--- config.mk ---
export PLATFORM = sky130hd
export DESIGN_NAME = tccs_front
export DESIGN_NICKNAME = d
export VERILOG_FILES = /design/src/sv/tccs_pkg.sv /design/src/sv/tccs_front.sv
export SDC_FILE = /design/constraint.sdc
export NUM_CORES = 1
export LEC_CHECK = 0
export BUFFER_PORTS_ARGS = -buffer_cell sky130_fd_sc_hd__buf_2
export CAP_MARGIN = 10
export CORE_UTILIZATION = 45
export DETAILED_ROUTE_END_ITERATION = 6
export PLACE_DENSITY = 0.79
export SLEW_MARGIN = 20
export SYNTH_ARGS = -nofsm -noshare
export SYNTH_HDL_FRONTEND = slang
export SYNTH_SLANG_ARGS = --single-unit
--- constraint.sdc ---
create_clock -name clk -period 2.58 [get_ports clk]
set_clock_uncertainty 0.05 [all_clocks]
set_input_delay 0.258 -clock clk [delete_from_list [all_inputs] [get_ports clk]]
set_output_delay 0.258 -clock clk [all_outputs]
set_load 0.03 [all_outputs]
--- src/sv/tccs_pkg.sv ---
// Shared constants, command and result types for the text console engine.
`default_nettype none
package tccs_pkg;

    localparam int COLUMNS = 80;
    localparam int CELLS   = 2000;

    localparam int CUR_W  = 11;
    localparam int ADDR_W = $clog2(CELLS);
    localparam int COL_W  = $clog2(COLUMNS);
    localparam int DATA_W = 16;

    localparam logic [DATA_W-1:0] BLANK_WORD   = 16'h0720;
    localparam logic [7:0]        DEFAULT_ATTR = 8'h07;
    localparam logic [7:0]        SPACE_CODE   = 8'h20;

    localparam logic [7:0] CH_BS  = 8'd8;
    localparam logic [7:0] CH_TAB = 8'd9;
    localparam logic [7:0] CH_NL  = 8'd10;
    localparam logic [7:0] CH_CR  = 8'd13;

    typedef enum logic [2:0] {
        CMD_READ,
        CMD_PUT,
        CMD_BS,
        CMD_NL,
        CMD_CR,
        CMD_TAB
    } cmd_kind_t;

    typedef struct packed {
        cmd_kind_t          kind;
        logic [DATA_W-1:0]  word;
        logic [ADDR_W-1:0]  addr;
        logic               addr_ok;
    } cmd_t;

    typedef struct packed {
        logic [CUR_W-1:0]  cursor_position;
        logic [DATA_W-1:0] read_data;
        logic              scrolled;
    } res_t;

    typedef enum logic [2:0] {
        ST_CLEAR,
        ST_IDLE,
        ST_READ_WAIT,
        ST_TAB,
        ST_SCROLL_COPY,
        ST_SCROLL_FILL
    } state_t;

endpackage
`default_nettype wire

--- src/sv/tccs_front.sv ---
// Front end: accepts items, classifies them into commands and queues them.
`default_nettype none
module tccs_front (
    input  wire logic         clk,
    input  wire logic         rst_n,
    input  wire logic         push,
    input  wire logic         op,
    input  wire logic [7:0]   character,
    input  wire logic [7:0]   attribute,
    input  wire logic [10:0]  cell_address,
    input  wire logic         clearing,
    input  wire logic         cmd_pop,
    output logic              full,
    output logic              cmd_valid,
    output tccs_pkg::cmd_t    cmd
);
    import tccs_pkg::*;

    cmd_t        q_mem [2];
    logic        wptr_reg;
    logic        rptr_reg;
    logic [1:0]  count_reg;
    logic [1:0]  count_next;
    logic        accept;
    logic        do_pop;
    logic [7:0]  attr_eff;
    cmd_t        cmd_in;

    always_comb
    begin
        attr_eff = (attribute == 8'd0) ? DEFAULT_ATTR : attribute;
        cmd_in.addr    = cell_address[ADDR_W-1:0];
        cmd_in.addr_ok = (cell_address < 11'(CELLS));
        cmd_in.word    = {attr_eff, character};
        if (op)
        begin
            cmd_in.kind = CMD_READ;
        end
        else
        begin
            case (character)
                CH_BS:
                begin
                    cmd_in.kind = CMD_BS;
                    cmd_in.word = {attr_eff, SPACE_CODE};
                end
                CH_TAB:  cmd_in.kind = CMD_TAB;
                CH_NL:   cmd_in.kind = CMD_NL;
                CH_CR:   cmd_in.kind = CMD_CR;
                default: cmd_in.kind = CMD_PUT;
            endcase
        end
    end

    assign full      = (count_reg == 2'd2) || clearing;
    assign accept    = push && !full;
    assign cmd_valid = (count_reg != 2'd0);
    assign do_pop    = cmd_pop && cmd_valid;
    assign cmd       = q_mem[rptr_reg];

    always_comb
    begin
        count_next = count_reg;
        if (accept && !do_pop)
        begin
            count_next = count_reg + 2'd1;
        end
        else if (!accept && do_pop)
        begin
            count_next = count_reg - 2'd1;
        end
    end

    always_ff @(posedge clk or negedge rst_n)
    begin
        if (!rst_n)
        begin
            wptr_reg  <= 1'b0;
            rptr_reg  <= 1'b0;
            count_reg <= 2'd0;
        end
        else
        begin
            count_reg <= count_next;
            if (accept)
            begin
                wptr_reg <= !wptr_reg;
            end
            if (do_pop)
            begin
                rptr_reg <= !rptr_reg;
            end
        end
    end

    always_ff @(posedge clk)
    begin
        if (accept)
        begin
            q_mem[wptr_reg] <= cmd_in;
        end
    end

endmodule
`default_nettype wire

; Yosys cells after proc, flatten, opt, wreduce, memory -nomap -nowiden
; Memories as Yosys holds them, arrays and structs flattened.
; Index checks and enable logic that the tools add are counted.
[word_totals]
reg_bits = 4
mem_bits_rw = 62
input_bits = 33
output_inout_bits = 33
elab_cells = 34
n_memories = 1
[classes]
addsub = 2
magnitude_cmp = 1
n_eq_ne = 5
n_mux = 9
n_reduce_logical = 13
[mem_list]
columns = name, depth, word_bits, rd, rd_ports_with_merged_regs, wr, line_no
row1 = q_mem, 2, 31, 1, 0, 1, tccs_front.sv:19  ; cmd_t q_mem [2];
[ops]
columns = operator, n
row1 = $eq 8x4->1 const B, 4
row2 = $mux 8, 3
row3 = $pmux 3 s4, 1
row4 = $lt 11x11->1 const B, 1
row5 = $logic_not 8->1, 1
row6 = $logic_not 1->1, 5
row7 = $logic_and 1x1->1, 4
row8 = $mux 2, 2
row9 = $reduce_bool 2->1, 2
row10 = $mux 3, 1
row11 = $add 2x1->2 const B, 1
row12 = $eq 2x2->1 const B, 1
row13 = $mux 1, 2
row14 = $sub 2x1->2 const B, 1
row15 = $logic_or 1x1->1, 1

; Longest topological paths before layout
; Gate-level depths: netlist of the first run.
[depth]
ltp_word = 8
depth_mapped = 7
ltp_nobuf = 7

; Worst setup path before layout of the first run
; No wires, ideal clock.
[synth_timing]
kind = register to register
from = register count_reg[1]
to = memory q_mem[0][0] in the netlist's numbering, enable pin
setup_time_ns = 0.419
arrival_ns = 1.918
required_time_ns = 2.111
slack_ns = 0.193
path_stages_with_launch = 4
n_path_buf = 0
cell_sequence = dfrtp_1 inv_1 o211ai_1 nor2_1
[synth_via]
elab_chain_len = 6
[synth_lines]
columns = item, line_no
row1 = start: declaration, tccs_front.sv:22  ; logic [1:0] count_reg;
row2 = start signal: assignment, tccs_front.sv:84  ; count_reg <= count_next;
row3 = $eq 2x2->1, tccs_front.sv:55  ; assign full = (count_reg == 2'd2) || clearing;
row4 = $logic_or 1x1->1, tccs_front.sv:55
row5 = $logic_not 1->1, tccs_front.sv:56  ; assign accept = push && !full;
row6 = $logic_and 1x1->1, tccs_front.sv:56
row7 = $mux 1, tccs_front.sv:98  ; if (accept)
row8 = $mux 1 (implied by the code), tccs_front.sv:100  ; q_mem[wptr_reg] <= cmd_in;
row9 = end: declaration, tccs_front.sv:19
; Every way passes these cells.

==> impl_metrics.tcl, run 1 <==
set metrics [dict create \
    vdd_drop_max_v 0.000488 \
    cts_resized 0 \
    arrival_ps 1470 \
    switchingPower_mw 1.15 \
    cts_tree "built" \
    reg2reg_to "count_reg[1]" \
    initial_core_util_pct 47.4 \
    dieWidth_um 78.6 \
    synth_compound_area_share_pct 2.65 \
    yosys.area_share.simple_pct 4.02 \
    dr.pass1.iters 4 \
    ys_ff_latch 66 \
    hpwl_mm 2.94 \
    finalPower_mw 3.46 \
    clk_pin_slew_ps 60 \
    largest_register_ffs 62 \
    cts-root-buf "clkbuf_8" \
    rr_startpoint "count_reg[0]" \
    synth_ff_type "edfxtp_1" \
    htree_levels 3 \
    fin_util_pct 58.0 \
    ant_nets 0 \
    ys_async_sr_fraction_pct 6.06 \
    routed_wl_mm 4.33 \
    vias 1450 \
    vias_per_cell 4.95 \
    switching_share_pct 33.3 \
    synth_edf_count 62 \
    diodes 0 \
    crit_type "register to output pin" \
    seqPwrFrac_pct 40.2 \
    synth-seq-area-share_pct 74.2 \
    fin_setup_tns_ps 0 \
    cts_sinks 66 \
    power_density_nw_per_um2 1070 \
    drive_gt1_share_pct 52.5 \
    synth_area_um2 2640 \
    grt_pass1_wl_mm 6.77 \
    slew_violations 0 \
    io_pins 66 \
    die_h_um 78.6 \
    clockPowerShare_pct 26.1 \
    fin_crit_sh_pct 69.0 \
    grt_overflow 0 \
    cts_buffers 9 \
    routedWlPerCell_um 14.8 \
    drc 0 \
    max_freq_mhz 562 \
    fill_cells 458 \
    ys_types 29 \
    max-cap-violations 0 \
    worst_hold_path.endpoint "q_mem[1][4]" \
    combinationalPowerShare_pct 33.6 \
    die_area_um2 6180 \
    ff_latch_area_um2 1960 \
    hp-start "cell_address[3]" \
    min_path_type "input pin to register" \
    clock_path_buffers 2 \
    period_minus_slack_ps 1780 \
    tightest_slew_ps 424 \
    cp-start-kind "register" \
    place_congestion 0.680 \
    antenna_found_initial 0 \
    yosys.area.top_type_share_pct 70.5 \
    relSlewSlack_pct 71.7 \
    drt_iter0_drc 40 \
    placed_cells 276 \
    multiInputGateArea_um2 593 \
    insertion_delay_ps 320 \
    final_nets 250 \
    hold_viol_final 0 \
    grt_max_degree 32 \
    status "completed" \
    grt_use_total_pct 14.9 \
    path_max_fanout 17 \
    grt_pass1_vias 1497 \
    synthXorXnorAreaFrac_pct 1.99 \
    fin_cells 293 \
    setup_viol 0 \
    p_int_mw 2.31 \
    yosys-top-cells-area "edfxtp_1, mux2_2, dfrtp_1" \
    area_growth_pct 22.4 \
    synth_top_area_cell "edfxtp_1" \
    synthesis.instances 150 \
    core-area_um2 5570 \
    hold_depth 1 \
    rows 27 \
    syn-num-nets 184 \
    cp-end-kind "output pin" \
    avgSynthCellArea_um2 17.6 \
    synth_top_family_by_area "multiplexers" \
    postCtsSetupRepairBufs 0 \
    synth.area.mux_share_pct 13.2 \
    rsz0062_at_grt "no" \
    synth_fa_ha_area_share_pct 0.473 \
    required_ps 2270 \
    synth_warnings 0 \
    portBuffers 65 \
    p_leak_nw 1.24 \
    rr_worst_depth 6 \
    rrSetupSlack_ps 970 \
]
[worst max-delay path, stage by stage (launching register included)]
cell	delay, ps
dfrtp_1	340
buf_4	250
mux2_2	380
buf_2	180
[stage by stage]
| step | setup WS [ps] | instance area (um^2) | hold slack (ps) |
|---|---|---|---|
| floorplan | 193 | 2640 | -87.6 |
| global placement | 1040 | 3020 | 21.1 |
| detailed placement | 997 | 3020 | 22.0 |
| CTS | 759 | 3230 | 49.9 |
| global route | 729 | 3230 | 58.0 |
| finish | 800 | 3230 | 70.9 |
[cell families after synthesis]
family	after synthesis
fa+ha+maj	1
buf+inv	19
compound gates	9
simple gates	18
flops	66
mux	31
xor+xnor	6
[power by group through the flow]
| stage | Sequential (mW) | Clock [mW] | Combinational (mW) |
|---|---|---|---|
| after CTS | 1.39 | 0.928 | 1.19 |
| after global placement | 1.41 | 0 | 1.17 |
| after floorplan | 1.40 | 0 | 0.904 |
| after global routing | 1.41 | 0.960 | 1.24 |
| final | 1.39 | 0.905 | 1.17 |
| after detailed placement | 1.42 | 0 | 1.18 |
[worst max path at each step]
stage / from / endpoint / slack, ps
final: rptr_reg / cmd[29] / 800
after global routing: rptr_reg / cmd[29] / 730
after CTS: rptr_reg / cmd[29] / 760
after detailed placement: count_reg[0] / count_reg[1] / 1000
after global placement: count_reg[0] / count_reg[1] / 1040
after floorplan: count_reg[1] / q_mem[0][0] / 190
[what timing repair did]
item	CTS	global route
hold buffers	1	0
setup endpoints to repair	0	0
endpoints found under the hold margin	4	0
[Yosys cell counts (2+ instances only)]
| master | n |
|---|---|
| edfxtp_1 | 62 |
| mux2_2 | 29 |
| clkbuf_1 | 10 |
| nor2_1 | 5 |
| xnor2_1 | 5 |
| dfrtp_1 | 4 |
| inv_1 | 4 |
| a21o_1 | 3 |
| and3_1 | 3 |
| buf_4 | 3 |
| mux2_1 | 2 |
| nand2_1 | 2 |
| nor3_1 | 2 |
[cells in the final DEF, fill, tap and decap left out, types with 2 or more instances in the layout]
cell type  netlist  final
edfxtp_1        62     62
clkbuf_8         0      9
inv_1            4      4
mux2_1           2      2
and3_1           3      3
buf_4            3      4
a21o_1           3      3
nor2_1           5      4
clkinv_2         0      2
bufinv_16        0      2
mux2_2          29     29
buf_2            1     65
nor3_1           2      2
nand2_1          2      2
xnor2_1          5      5
dfrtp_1          4      4
[per-layer routing]
| layer | up-vias | part of all wire (%) | global-route usage, % | routed length (um) |
|---|---|---|---|---|
| li1 | 689 | - | - | - |
| met1 | 708 | 41 | 16.3 | 1760 |
| met2 | 50 | 52 | 26.3 | 2260 |
| met3 | 3 | 6.2 | 3.95 | 269 |
| met4 | 0 | 0.72 | 7.78 | 31 |
| met5 | - | 0 | 0 | 0 |
[final cells by class]
type                       count  area share (%)
multi-input combinational     65            18.3
inverter                       4           0.464
tap                           72            2.79
clock inverter                 6            2.51
clock buffer                  10            3.95
timing repair buffer          70            11.3
sequential                    66            60.7
(Power assumes the default switching activity.)
==> run 2, diff against run 1 <==
Clock period 2.58 ns to 1.7 ns, I/O delays scaled along.
==> run 2 against run 1 <==
Against the previous run: wire length increased by 16%; non-clock buffer count increased by 21; clock power increased by 36%; worst setup slack got worse by 790 ps; total power increased by 71%; via count increased by 6.7%.
==> impl_metrics.tcl, run 2 (same netlist as run 1, synthesis figures left out) <==
set metrics [dict create \
    path_max_fanout 6 \
    diodes 0 \
    drt_iter0_drc 66 \
    max-cap-violations 0 \
    cts_sinks 66 \
    vias 1547 \
    crit_type "register to output pin" \
    max_stage_delay_ps 410 \
    drive_gt1_share_pct 52.9 \
    period_minus_slack_ps 1690 \
    max_freq_mhz 590 \
    setup_viol 0 \
    largest_register_ffs 62 \
    arrival_ps 1470 \
    die_area_um2 6180 \
    clock_path_buffers 2 \
    cts_tree "built" \
    power_density_nw_per_um2 1600 \
    cts-root-buf "clkbuf_8" \
    slowest_stage "dfrtp_2" \
    crit_buf_inv 3 \
    hold_viol_final 0 \
    core-area_um2 5570 \
    io_pins 66 \
    insertion_delay_ps 330 \
    dr.pass1.iters 4 \
    rows 27 \
    p_leak_nw 1.43 \
    min_path_type "input pin to register" \
    crit_family "buffers and inverters" \
    vdd_drop_max_v 0.00112 \
    grt_overflow 0 \
    fin_crit_sh_pct 99.6 \
    grt_pass1_vias 1522 \
    area_growth_pct 40.4 \
    clk_pin_slew_ps 70 \
    holdWs_ps 16.3 \
    portBuffers 65 \
    hpwl_mm 2.95 \
    tightest_slew_ps 318 \
    die_h_um 78.6 \
    initial_core_util_pct 47.4 \
    ant_nets 0 \
    cts_buffers 9 \
    required_ps 1480 \
    crit_chain "buf_12 -> clkbuf_16 -> mux2_4 -> buf_6" \
    dieWidth_um 78.6 \
    relSlewSlack_pct 78.6 \
    slew_violations 0 \
    rsz0062_at_grt "yes" \
    antenna_found_initial 0 \
    vias_per_cell 4.93 \
    htree_levels 3 \
    cp-start-kind "register" \
    grt_max_degree 32 \
    grt_pass1_wl_mm 7.16 \
    finalPower_mw 5.94 \
    drc 0 \
    place_congestion 0.772 \
    routed_wl_mm 5.01 \
    final_cell_mix "edfxtp_1, buf_2, mux2_2" \
    cp-end-kind "output pin" \
    grt_use_total_pct 15.7 \
    status "completed" \
    fill_cells 413 \
    routedWlPerCell_um 16.0 \
    layout_commonest_cell "edfxtp_1" \
    final_nets 271 \
]
run 2: cell count changes in the layout (fill, tap and decap cells not counted), moves of 3 or more:
cell           before  now
clkbuf_16           0    3
buf_12              0    5
buf_6               0   27
dlygate4sd3_1       1   15
buf_2              65   35
run 2: path summary, 6_finish.rpt:
path                               from           end  slack [ps]  depth (start not counted)
max                            rptr_reg        cmd[5]           6                          4
min                        attribute[3]  q_mem[0][23]          20                          1
max reg2reg                count_reg[1]   q_mem[0][6]         210                          5
min reg2reg                count_reg[0]  count_reg[0]         510                          1
max in group asynchronous         rst_n      rptr_reg        1320                          2
min in group asynchronous         rst_n  count_reg[1]         120                          2
run 2: timing repair:
item	CTS	global route
setup endpoints to repair	19	31
hold buffers	15	0
endpoints found under the hold margin	32	0
resized for setup	1	94
setup buffers	0	1
cloned	0	4
run 2: area by class of cell:
class	instances	area [um^2]	share of cell area, %
multi-input combinational	65	607	16.4
timing repair buffer	91	850	22.9
clock inverter	6	57.6	1.55
sequential	66	1960	52.9
clock buffer	10	128	3.44
tap	72	90.1	2.43
inverter	4	15.0	0.405
run 2: per-layer routing:
metal  GRT usage, %  vias to the layer above  share of wire, %
met4           6.67                        0              0.70
met1           19.9                      746                44
met5              0                        -                 0
li1               -                      736                 -
met2           25.7                       59                50
met3           3.84                        6               5.1
run 2: power breakdown:
part	internal [mW]	leakage [nW]	switching [mW]	total (mW)
Combinational	1.29	0.728	1.29	2.58
Clock	0.667	0.0958	0.564	1.23
Sequential	2.04	0.611	0.0889	2.13
run 2: per-stage QoR:
stage	utilization [%]	worst slack, ps	cell area, um^2	cells	TNS, ps
after floorplan	-	129	2650	150	0
after global placement	54.9	270	3060	278	0
after detailed placement	54.9	244	3060	278	0
after CTS	61.0	-4.79	3400	309	-16.0
after global routing	66.6	-25.8	3710	314	-292
final	66.6	6.14	3710	314	0
==> run 3, diff against run 2 <==
Settings changed: SETUP_SLACK_MARGIN set to 0.02.
==> run 3 against run 2 <==
Against the previous run: critical endpoint is now cmd[22]; utilization is 1.4 points lower; register-to-register slack about the same; final cell count is 1.3% lower; fmax increased by 1.1%; combinational power fell by 9.7%; sequential power barely moved; non-clock buffer count fell by 4; total power decreased by 4.1%; critical path type unchanged; hold slack better by 0.62 ps.
==> impl_metrics.tcl, run 3 (same netlist as run 1, synthesis figures left out) <==
set metrics [dict create \
    hold_depth 1 \
    grt_use_total_pct 16.0 \
    p_leak_nw 1.41 \
    die_h_um 78.6 \
    postCtsSetupRepairBufs 0 \
    cts-root-buf "clkbuf_8" \
    layout_commonest_cell "edfxtp_1" \
    power_density_nw_per_um2 1570 \
    clk_pin_slew_ps 70 \
    place_congestion 0.772 \
    core-area_um2 5570 \
    period_minus_slack_ps 1680 \
    setup_ws_ps 24.9 \
    fin_cells 310 \
    dpl_worst_slack_ps 244 \
    switching_share_pct 32.9 \
    rr_worst_depth 5 \
    path_max_fanout 10 \
    p_int_mw 3.82 \
    clock_path_buffers 2 \
    rsz0062_at_grt "yes" \
    relSlewSlack_pct 78.6 \
    reg2reg_to "q_mem[0][0]" \
    dieWidth_um 78.6 \
    slew_violations 0 \
    required_ps 1480 \
    placed_cells 278 \
    max_freq_mhz 597 \
    fin_crit_sh_pct 98.5 \
    drt_iter0_drc 72 \
    io_pins 66 \
    final_nets 267 \
    rows 27 \
    initial_core_util_pct 47.4 \
    ant_nets 0 \
    hold_viol_final 0 \
    tightest_slew_ps 318 \
    drive_gt1_share_pct 51.7 \
    htree_levels 3 \
    cts_buffers 9 \
    vias 1518 \
    grt_pass1_vias 1525 \
    worst_hold_path.endpoint "q_mem[1][23]" \
    seqPwrFrac_pct 37.7 \
    arrival_ps 1460 \
    diodes 0 \
    grt_pass1_wl_mm 7.24 \
    portBuffers 65 \
    cp-end-kind "output pin" \
    area_growth_pct 37.4 \
    antenna_found_initial 0 \
    vias_per_cell 4.90 \
    max_stage_delay_ps 450 \
    slowest_stage "dfrtp_2" \
    clockPowerShare_pct 21.4 \
    setup_viol 0 \
    crit_family "flip-flops" \
    combinationalPowerShare_pct 40.8 \
    hp-start "attribute[3]" \
    largest_register_ffs 62 \
    cp-start-kind "register" \
    drc 0 \
    fill_cells 428 \
    hpwl_mm 2.95 \
    final_cell_mix "edfxtp_1, buf_2, buf_6" \
    switchingPower_mw 1.87 \
    cts_tree "built" \
    crit_chain "clkbuf_16 -> mux2_2 -> buf_6" \
    min_path_type "input pin to register" \
    grt_max_degree 32 \
    vdd_drop_max_v 0.00102 \
    dr.pass1.iters 4 \
    insertion_delay_ps 330 \
    cts_sinks 66 \
    crit_buf_inv 2 \
    max-cap-violations 0 \
    die_area_um2 6180 \
    rr_startpoint "count_reg[1]" \
    worstSetupStartpoint "rptr_reg" \
    crit_type "register to output pin" \
    grt_overflow 0 \
    routed_wl_mm 4.69 \
    routedWlPerCell_um 15.1 \
    rrSetupSlack_ps 220 \
    status "completed" \
]
[run 3: changes by cell type in the layout (fill, tap and decap cells not counted), moves of 2 or more]
| cell | change |
|---|---|
| buf_4 | -3 |
| buf_2 | +5 |
| buf_6 | -3 |
| mux2_2 | -7 |
| mux2_4 | +6 |
| clkbuf_16 | -2 |
[run 3: worst max path at each step]
stage | endpoint | slack (ps) | cells past startpoint
after global routing | cmd[12] | -20 | 3
after global placement | q_mem[0][9] | 270 | 5
final | cmd[22] | 20 | 3
after CTS | cmd[0] | 3 | 3
after detailed placement | count_reg[1] | 240 | 5
after floorplan | q_mem[0][0] | 130 | 3
[run 3: per-layer routing]
| layer | routed length, um | GRT usage, % |
|---|---|---|
| met5 | 0 | 0 |
| met4 | 44 | 6.67 |
| met3 | 286 | 4.30 |
| met2 | 2420 | 26.3 |
| met1 | 1950 | 19.8 |
[run 3: repair_timing]
| action | 4_1_cts | 5_1_grt |
|---|---|---|
| endpoints found under the setup margin | 20 | 31 |
| cloned | 0 | 1 |
| endpoints found under the hold margin | 32 | 0 |
| hold buffers | 15 | 0 |
| resized for setup | 39 | 27 |
| pin swaps | 0 | 0 |
[run 3: area by class of cell]
class	instances	area (um^2)	area share, %
Clock buffer	10	128	3.51
Clock inverter	6	57.6	1.59
Inverter	4	15.0	0.414
Multi-Input combinational cell	65	629	17.3
Sequential cell	66	1960	54.1
Tap cell	72	90.1	2.48
Timing Repair Buffer	87	748	20.6
[run 3: power by group through the flow]
stage	Combinational (mW)	Clock [mW]	Sequential [mW]
4_1_cts	2.12	1.26	2.13
3_5_place_dp	1.84	0	2.15
3_3_place_gp	1.83	0	2.14
2_1_floorplan	1.38	0	2.13
5_1_grt	2.46	1.32	2.17
6_report	2.33	1.22	2.15
[run 3: stage by stage]
step	hold WS [ps]	utilization [%]	power (mW)	TNS, ps	area (um^2)
6_report	16.9	65.1	5.69	0	3630
5_1_grt	10.0	65.1	5.95	-102	3630
4_1_cts	0.874	63.1	5.51	0	3520
3_5_place_dp	-62.3	54.9	3.99	0	3060
3_3_place_gp	-66.6	54.9	3.96	0	3060
2_1_floorplan	-176	-	3.51	0	2650
